`config.mk`:
```
export PLATFORM = sky130hd
export DESIGN_NAME = task_queue_table
export DESIGN_NICKNAME = d
export VERILOG_FILES = /design/src/design/tqt_pkg.sv /design/src/design/tqt_ram.sv /design/src/design/task_queue_table.sv
export SDC_FILE = /design/constraint.sdc
export NUM_CORES = 2
export LEC_CHECK = 0
export BUFFER_PORTS_ARGS = -buffer_cell sky130_fd_sc_hd__buf_2
export CAP_MARGIN = 20
export CELL_PAD_IN_SITES_DETAIL_PLACEMENT = 1
export CELL_PAD_IN_SITES_GLOBAL_PLACEMENT = 1
export CORE_ASPECT_RATIO = 1.2
export CORE_UTILIZATION = 25
export DETAILED_ROUTE_END_ITERATION = 10
export HOLD_SLACK_MARGIN = 0.03
export PLACE_DENSITY = 0.48
export SLEW_MARGIN = 20
export SYNTH_ARGS = -nofsm -noshare
export SYNTH_HDL_FRONTEND = slang
export SYNTH_SLANG_ARGS = --single-unit
```
`constraint.sdc`:
```
create_clock -name i_clk -period 10.25 [get_ports i_clk]
set_clock_uncertainty 0.05 [all_clocks]
set_input_delay 0 -clock i_clk [delete_from_list [all_inputs] [get_ports i_clk]]
set_output_delay 0 -clock i_clk [all_outputs]
set_load 0.03 [all_outputs]
```
`src/design/tqt_pkg.sv`:
```
package tqt_pkg;

    // Default table depth.
    localparam int DEPTH_DEF = 16;

    // Command codes.
    localparam logic [2:0] CMD_INS_FRONT = 3'd0;
    localparam logic [2:0] CMD_INS_BACK  = 3'd1;
    localparam logic [2:0] CMD_POP       = 3'd2;
    localparam logic [2:0] CMD_FIND      = 3'd3;
    localparam logic [2:0] CMD_DELETE    = 3'd4;
    localparam logic [2:0] CMD_SORT      = 3'd5;
    localparam logic [2:0] CMD_REVERSE   = 3'd6;

    // Status codes.
    localparam logic [1:0] ST_OK       = 2'd0;
    localparam logic [1:0] ST_NOTFOUND = 2'd1;
    localparam logic [1:0] ST_FULL     = 2'd2;

    // One table entry as stored in the RAM.
    typedef struct packed {
        logic [7:0]  id;
        logic [31:0] task_addr;
        logic [31:0] regs;
    } t_entry;

    localparam int ENTRY_W = $bits(t_entry);

endpackage

```
`src/design/tqt_ram.sv`:
```
module tqt_ram #(
    parameter int WIDTH = 8,
    parameter int DEPTH = 16
) (
    input  logic                     i_clk,
    input  logic                     i_we,
    input  logic [$clog2(DEPTH)-1:0] i_waddr,
    input  logic [WIDTH-1:0]         i_wdata,
    input  logic [$clog2(DEPTH)-1:0] i_raddr,
    output logic [WIDTH-1:0]         o_rdata
);

    logic [WIDTH-1:0] r_mem [DEPTH];
    logic [WIDTH-1:0] r_rdata;

    // One write port and one registered read port.
    always_ff @(posedge i_clk) begin
        if (i_we) begin
            r_mem[i_waddr] <= i_wdata;
        end
        r_rdata <= r_mem[i_raddr];
    end

    assign o_rdata = r_rdata;

endmodule

```
`src/design/task_queue_table.sv`:
```
// Ordered task table of up to DEPTH entries held in one RAM with one write
// port and one registered read port.
// Input channel: i_valid, o_stall, with i_cmd, i_key_id, i_task_addr and
// i_reg_word. A command word is taken only while the sequencer is idle;
// o_stall is high for as long as a command is being worked on.
// Output channel: o_valid, i_stall, one result word per command with status,
// the found or removed entry, the entry count and the empty flag.
// Every entry that moves costs a RAM read step and a RAM write step, since
// the sequencer has one RAM read port; insert back writes the new entry at
// once as the command is taken. The next command word can be taken in the
// cycle after the result is loaded.
// The output register holds a result while the receiver stalls; a new
// command may be taken meanwhile, and its result waits in the last sequencer
// step until the output register is free.
// Reset clears the entry count, the sequencer and the output valid; RAM
// contents are not cleared, and no entry at or above the count is used.
module task_queue_table #(
    parameter int DEPTH = tqt_pkg::DEPTH_DEF
) (
    input  logic        i_clk,
    input  logic        i_rst_n,
    input  logic        i_valid,
    output logic        o_stall,
    input  logic [2:0]  i_cmd,
    input  logic [7:0]  i_key_id,
    input  logic [31:0] i_task_addr,
    input  logic [31:0] i_reg_word,
    output logic        o_valid,
    input  logic        i_stall,
    output logic [1:0]  o_status,
    output logic [7:0]  o_out_id,
    output logic [31:0] o_out_task,
    output logic [31:0] o_out_regs,
    output logic [4:0]  o_entry_count,
    output logic        o_is_empty
);
    import tqt_pkg::*;

    localparam int AW = $clog2(DEPTH);
    localparam int CW = $clog2(DEPTH + 1);

    localparam logic [3:0] S_IDLE  = 4'd0;
    localparam logic [3:0] S_SHR   = 4'd1;
    localparam logic [3:0] S_SHW   = 4'd2;
    localparam logic [3:0] S_FRD   = 4'd3;
    localparam logic [3:0] S_FCHK  = 4'd4;
    localparam logic [3:0] S_SLR   = 4'd5;
    localparam logic [3:0] S_SLW   = 4'd6;
    localparam logic [3:0] S_SORT0 = 4'd7;
    localparam logic [3:0] S_SORT1 = 4'd8;
    localparam logic [3:0] S_SRD   = 4'd9;
    localparam logic [3:0] S_SCMP  = 4'd10;
    localparam logic [3:0] S_RVA   = 4'd11;
    localparam logic [3:0] S_RVB   = 4'd12;
    localparam logic [3:0] S_RVW1  = 4'd13;
    localparam logic [3:0] S_RVW2  = 4'd14;
    localparam logic [3:0] S_DONE  = 4'd15;

    logic [3:0]    r_state, n_state;
    logic [2:0]    r_cmd, n_cmd;
    t_entry        r_key, n_key;
    logic [CW-1:0] r_cnt, n_cnt;
    logic [CW-1:0] r_idx, n_idx;
    logic [CW-1:0] r_j, n_j;
    logic [CW-1:0] r_lim, n_lim;
    t_entry        r_cur, n_cur;
    t_entry        r_res, n_res;
    logic [1:0]    r_st, n_st;

    logic          r_o_valid, n_o_valid;
    logic [1:0]    r_o_status, n_o_status;
    t_entry        r_o_ent, n_o_ent;
    logic [CW-1:0] r_o_cnt, n_o_cnt;

    logic          ram_we;
    logic [AW-1:0] ram_wa, ram_ra;
    t_entry        ram_wd, ram_rd;
    logic [CW-1:0] idx_m1, idx_p1, j_p1, lim_m1, cnt_m1;
    logic [CW+4:0] cnt_ext;

    tqt_ram #(
        .WIDTH(ENTRY_W),
        .DEPTH(DEPTH)
    ) u_ram (
        .i_clk  (i_clk),
        .i_we   (ram_we),
        .i_waddr(ram_wa),
        .i_wdata(ram_wd),
        .i_raddr(ram_ra),
        .o_rdata(ram_rd)
    );

    assign idx_m1 = r_idx - 1'b1;
    assign idx_p1 = r_idx + 1'b1;
    assign j_p1   = r_j + 1'b1;
    assign lim_m1 = r_lim - 1'b1;
    assign cnt_m1 = r_cnt - 1'b1;

    // Sequencer: every step issues at most one RAM read and one RAM write.
    always_comb begin
        n_state    = r_state;
        n_cmd      = r_cmd;
        n_key      = r_key;
        n_cnt      = r_cnt;
        n_idx      = r_idx;
        n_j        = r_j;
        n_lim      = r_lim;
        n_cur      = r_cur;
        n_res      = r_res;
        n_st       = r_st;
        n_o_valid  = r_o_valid & i_stall;
        n_o_status = r_o_status;
        n_o_ent    = r_o_ent;
        n_o_cnt    = r_o_cnt;
        ram_we     = 1'b0;
        ram_wa     = r_idx[AW-1:0];
        ram_wd     = r_cur;
        ram_ra     = r_idx[AW-1:0];

        case (r_state)
            S_IDLE: begin
                if (i_valid) begin
                    n_cmd = i_cmd;
                    n_key = '{id: i_key_id, task_addr: i_task_addr, regs: i_reg_word};
                    n_res = '0;
                    n_st  = ST_OK;
                    n_idx = '0;
                    n_state = S_DONE;
                    case (i_cmd)
                        CMD_INS_FRONT, CMD_INS_BACK: begin
                            if (r_cnt == CW'(DEPTH)) begin
                                n_st = ST_FULL;
                            end else if (i_cmd == CMD_INS_FRONT) begin
                                n_idx   = r_cnt;
                                n_state = S_SHR;
                            end else begin
                                ram_we = 1'b1;
                                ram_wa = r_cnt[AW-1:0];
                                ram_wd = '{id: i_key_id, task_addr: i_task_addr,
                                           regs: i_reg_word};
                                n_cnt  = r_cnt + 1'b1;
                            end
                        end
                        CMD_POP, CMD_FIND, CMD_DELETE: begin
                            n_state = S_FRD;
                        end
                        CMD_SORT: begin
                            n_lim   = r_cnt;
                            n_state = S_SORT0;
                        end
                        CMD_REVERSE: begin
                            n_j = cnt_m1;
                            if (r_cnt > CW'(1)) begin
                                n_state = S_RVA;
                            end
                        end
                        default: begin
                            n_state = S_DONE;
                        end
                    endcase
                end
            end

            // Front insert: move entries up one place from the back.
            S_SHR: begin
                if (r_idx == '0) begin
                    ram_we  = 1'b1;
                    ram_wa  = '0;
                    ram_wd  = r_key;
                    n_cnt   = r_cnt + 1'b1;
                    n_state = S_DONE;
                end else begin
                    ram_ra  = idx_m1[AW-1:0];
                    n_state = S_SHW;
                end
            end
            S_SHW: begin
                ram_we  = 1'b1;
                ram_wa  = r_idx[AW-1:0];
                ram_wd  = ram_rd;
                n_idx   = idx_m1;
                n_state = S_SHR;
            end

            // Walk from the front for the first match; pop takes position 0.
            S_FRD: begin
                if (r_idx == r_cnt) begin
                    n_st    = ST_NOTFOUND;
                    n_state = S_DONE;
                end else begin
                    n_state = S_FCHK;
                end
            end
            S_FCHK: begin
                if (r_cmd == CMD_POP || ram_rd.id == r_key.id) begin
                    n_res = ram_rd;
                    if (r_cmd == CMD_FIND) begin
                        n_state = S_DONE;
                    end else begin
                        n_idx   = idx_p1;
                        n_state = S_SLR;
                    end
                end else begin
                    n_idx   = idx_p1;
                    n_state = S_FRD;
                end
            end

            // Close the gap: move entries down one place.
            S_SLR: begin
                if (r_idx == r_cnt) begin
                    n_cnt   = cnt_m1;
                    n_state = S_DONE;
                end else begin
                    n_state = S_SLW;
                end
            end
            S_SLW: begin
                ram_we  = 1'b1;
                ram_wa  = idx_m1[AW-1:0];
                ram_wd  = ram_rd;
                n_idx   = idx_p1;
                n_state = S_SLR;
            end

            // Bubble pass: carry the largest entry so far toward the back.
            S_SORT0: begin
                if (r_lim <= CW'(1)) begin
                    n_state = S_DONE;
                end else begin
                    ram_ra  = '0;
                    n_j     = '0;
                    n_state = S_SORT1;
                end
            end
            S_SORT1: begin
                n_cur   = ram_rd;
                n_state = S_SRD;
            end
            S_SRD: begin
                if (j_p1 == r_lim) begin
                    ram_we  = 1'b1;
                    ram_wa  = lim_m1[AW-1:0];
                    ram_wd  = r_cur;
                    n_lim   = lim_m1;
                    n_state = S_SORT0;
                end else begin
                    ram_ra  = j_p1[AW-1:0];
                    n_state = S_SCMP;
                end
            end
            S_SCMP: begin
                ram_we = 1'b1;
                ram_wa = r_j[AW-1:0];
                if (r_cur.task_addr > ram_rd.task_addr) begin
                    ram_wd = ram_rd;
                end else begin
                    ram_wd = r_cur;
                    n_cur  = ram_rd;
                end
                n_j     = j_p1;
                n_state = S_SRD;
            end

            // Reverse: swap the two ends and move inward.
            S_RVA: begin
                if (r_idx >= r_j) begin
                    n_state = S_DONE;
                end else begin
                    n_state = S_RVB;
                end
            end
            S_RVB: begin
                n_cur   = ram_rd;
                ram_ra  = r_j[AW-1:0];
                n_state = S_RVW1;
            end
            S_RVW1: begin
                ram_we  = 1'b1;
                ram_wa  = r_idx[AW-1:0];
                ram_wd  = ram_rd;
                n_state = S_RVW2;
            end
            S_RVW2: begin
                ram_we  = 1'b1;
                ram_wa  = r_j[AW-1:0];
                ram_wd  = r_cur;
                n_idx   = idx_p1;
                n_j     = r_j - 1'b1;
                n_state = S_RVA;
            end

            // Hand the result word to the output register once it is free.
            S_DONE: begin
                if (!r_o_valid || !i_stall) begin
                    n_o_valid  = 1'b1;
                    n_o_status = r_st;
                    n_o_ent    = r_res;
                    n_o_cnt    = r_cnt;
                    n_state    = S_IDLE;
                end
            end

            default: begin
                n_state = S_IDLE;
            end
        endcase
    end

    // Control state is reset; payload registers are not.
    always_ff @(posedge i_clk) begin
        if (!i_rst_n) begin
            r_state   <= S_IDLE;
            r_cnt     <= '0;
            r_o_valid <= 1'b0;
        end else begin
            r_state   <= n_state;
            r_cnt     <= n_cnt;
            r_o_valid <= n_o_valid;
        end
        r_cmd      <= n_cmd;
        r_key      <= n_key;
        r_idx      <= n_idx;
        r_j        <= n_j;
        r_lim      <= n_lim;
        r_cur      <= n_cur;
        r_res      <= n_res;
        r_st       <= n_st;
        r_o_status <= n_o_status;
        r_o_ent    <= n_o_ent;
        r_o_cnt    <= n_o_cnt;
    end

    assign cnt_ext       = {5'd0, r_o_cnt};
    assign o_stall       = (r_state != S_IDLE);
    assign o_valid       = r_o_valid;
    assign o_status      = r_o_status;
    assign o_out_id      = r_o_ent.id;
    assign o_out_task    = r_o_ent.task_addr;
    assign o_out_regs    = r_o_ent.regs;
    assign o_entry_count = cnt_ext[4:0];
    assign o_is_empty    = (r_o_cnt == '0);

endmodule

```
==> impl_metrics.toml <==
[status]
status = "finished, final reports clean"

[power]
p_per_area_nw_per_um2 = 393
power.leakage_uw = 0.0259
ir_drop_mv = 0.328

[finish]
area_growth_pct = 19.1
fin_cells = 8038
multi_input_area_sq_um = 16700
seqCellArea_sq_um = 45700
fillCellCount = 26600
nets = 4669
drive_above_1_share = 0.140
finish.utilization = 0.300

[sta]
rsz0062_at_grt = "no"
finalHoldViolCount = 0
fin_crit_sh = 0.615
tightestPinTransition_ns = 1.11
fmax_ghz = 0.159
drv_slew = 0
setup-violations-final = 0
setup_ws_ns = 3.95
tns_ns = 0
min_period_ns = 6.30
max-slew-margin-rel = 0.258

[worst_setup_path]
critPathKind = "reg -> reg"
rrSetupSlack_ns = 3.95
setup.worst_path.start_class = "register"
critPathCaptureType = "register"
worstPathRequired_ns = 10.85
worstPathArrival_ns = 6.90
cp_max_fo = 40

[global_route]
grt_pass1_wl_mm = 325
antenna_found_initial = 9
grt_start_max_net_pins = 132
grt-ovfl-total = 0
grt_pass1_vias = 42100
grtUsageTotal = 0.176
met2_usage = 0.302
globalRouteMet1Util = 0.230
met3_usage = 0.0204
grt-busiest-layer = "met2"

[clock_network]
cts.path.max_buffers = 4
clockRootBuffer = "clkbuf_16"
htree_levels = 4
clock_latency_ns = 0.82
numCtsBuffers = 165
post-cts-setup-buffers = 0
cts-resized-gates = 0
cts.clk_slew.worst_paths_ns = 0.06
cts_tree = "done"
clock-sinks = 1549

[placed_design]
dp_slack_ns = 3.96
dp.cells = 7595
numPortBuffers = 160
hpwl_mm = 134
gp_congestion = 0.790

[logic_synthesis]
async_flop_share = 0
avgSynthCellArea_sq_um = 15.0
synth_cell_type_count = 85
seq_area_frac_synth = 0.720
synth_edf_count = 1467
syn_inst = 4224
ys.flop_type = "edfxtp_1"
synth_nets = 4350
syn_area_sq_um = 63400
ys.warnings.count = 0
ys_seq_elements = 1549

[floorplan]
core_area_sq_um = 252000
start_util = 0.252
row_count = 202
die_w_microns = 462
die_area_sq_um = 256000
fp.dieH_microns = 554
ioPinCount = 161

[routing]
drt_wl_total_mm = 231
vias = 40700
drt_iter0_drc = 3186
drc = 0
wire_per_inst_microns = 28.7
drt-pass1-iter-count = 5
final_antenna_net_count = 0
via_per_inst = 5.07

[min_path]
hold_class = "in -> reg"

[flow_run]
timing.max_cap.violations = 0
==> path summary, 6_finish.rpt <==
kind | from | end | depth (start not counted)
hold reg to reg | r_res[2]$_SDFFCE_PN0P_ | o_out_regs[2]$_DFFE_PP_ | 0
hold / removal | i_reg_word[24] | r_key[24]$_DFFE_PP_ | 2
setup reg to reg | r_idx[0]$_DFFE_PP_ | u_ram.o_rdata[26]$_DFF_P_ | 14
setup / recovery | r_idx[0]$_DFFE_PP_ | u_ram.o_rdata[26]$_DFF_P_ | 14
==> layer usage <==
metal	share of wire	routed length, microns
met4	0.029	6700
met1	0.43	100000
met5	0	0
met2	0.49	114000
met3	0.044	10200
==> repair_timing <==
action / CTS / global route
hold buffers: 145 / 1
hold endpoints to repair: 143 / 1
setup endpoints to repair: 0 / 0
==> cells in the mapped netlist (35+ instances only) <==
| master | instances | area, sq um |
|---|---|---|
| a211o_1 | 40 | 350 |
| mux2i_1 | 315 | 3150 |
| inv_1 | 50 | 188 |
| a221o_1 | 123 | 1230 |
| o22ai_1 | 151 | 945 |
| clkbuf_1 | 191 | 717 |
| ha_1 | 47 | 588 |
| nor2_1 | 124 | 465 |
| and3_1 | 147 | 920 |
| buf_2 | 76 | 380 |
| a2111o_1 | 38 | 428 |
| nor4_1 | 78 | 488 |
| nand3_1 | 51 | 255 |
| a211oi_1 | 181 | 1360 |
| edfxtp_1 | 1467 | 44100 |
| a221oi_1 | 74 | 648 |
| dfxtp_1 | 82 | 1640 |
| o21ai_0 | 95 | 475 |
| a311oi_1 | 35 | 307 |
| nand2_1 | 339 | 1270 |
| o221ai_1 | 42 | 368 |
| a21oi_1 | 187 | 936 |
| or4_1 | 35 | 263 |
==> layout by cell type (no fill, tap or decap), types with 18 or more instances in the layout <==
| master | netlist | layout |
|---|---|---|
| buf_4 | 24 | 161 |
| o221ai_1 | 42 | 41 |
| clkinv_1 | 0 | 27 |
| a221oi_1 | 74 | 74 |
| xor2_1 | 18 | 18 |
| nor2_1 | 124 | 105 |
| clkbuf_16 | 0 | 166 |
| clkinv_2 | 0 | 23 |
| a21oi_1 | 187 | 185 |
| ha_1 | 47 | 47 |
| dfxtp_1 | 82 | 82 |
| inv_1 | 50 | 49 |
| nand2_1 | 339 | 334 |
| mux2i_1 | 315 | 315 |
| a211o_1 | 40 | 40 |
| xnor2_1 | 19 | 19 |
| a221o_1 | 123 | 122 |
| or4_1 | 35 | 35 |
| nor2_4 | 1 | 21 |
| a211oi_1 | 181 | 157 |
| buf_2 | 76 | 160 |
| nor4_1 | 78 | 77 |
| o21ai_0 | 95 | 93 |
| clkbuf_1 | 191 | 40 |
| a2111o_1 | 38 | 38 |
| nand3_1 | 51 | 50 |
| and3_1 | 147 | 147 |
| o22ai_1 | 151 | 150 |
| dlygate4sd3_1 | 0 | 146 |
| edfxtp_1 | 1467 | 1467 |
| a311oi_1 | 35 | 35 |
==> cell families after synthesis <==
kind of cell    share of synthesized area
compound gates                      0.122
flops                               0.720
xor+xnor                          0.00546
mux                                0.0499
simple gates                       0.0660
buf+inv                            0.0267
fa+ha+maj                         0.00927
==> sequential cells by signal, summed over array words and instances (netlist names), 3 cells and up <==
name           flops
o_out_regs        32
r_idx              5
o_out_id           8
r_state            4
r_cnt              5
r_cur             72
o_out_task        32
o_entry_count      5
u_ram.r_mem     1152
r_key             72
r_res             72
r_lim              5
r_cmd              3
u_ram.o_rdata     72
r_j                5
==> stage by stage <==
step	total power [uW]	cell area (sq um)	hold WS [ns]
finish	29700	75600	0.0647
global route	31000	75600	0.0329
CTS	29800	75500	0.0303
detailed placement	23800	68900	0.156
global placement	23600	68800	0.158
floorplan	18100	63400	0.0489
==> worst max-delay path, stage by stage, from the launching register on <==
cell and delay, ns:
edfxtp_1 0.62, inv_1 0.14, ha_1 0.32, nor4b_2 0.20
buf_4 0.30, inv_2 0.64, nand2_2 0.17, o21ai_0 0.21
a31o_1 0.19, or2_2 0.60, buf_4 0.45, or3_4 0.75
buf_4 0.65, o22ai_1 0.21, or4_1 0.56
==> area by class of cell <==
cell class,count,share of cell area
diodes,5,0.000166
clock buffers,221,0.0597
clock inverters,70,0.00856
inverters,51,0.00257
multi-input cells,2301,0.221
flip-flops and latches,1549,0.605
well taps,3366,0.0557
repair buffers,475,0.0480
==> power by group <==
| group | internal (uW) | switching (uW) | total (uW) |
|---|---|---|---|
| clock | 3340 | 2530 | 5870 |
| combinational | 3690 | 9240 | 12900 |
| sequential | 10100 | 710 | 10900 |
(Power assumes the default switching activity.)
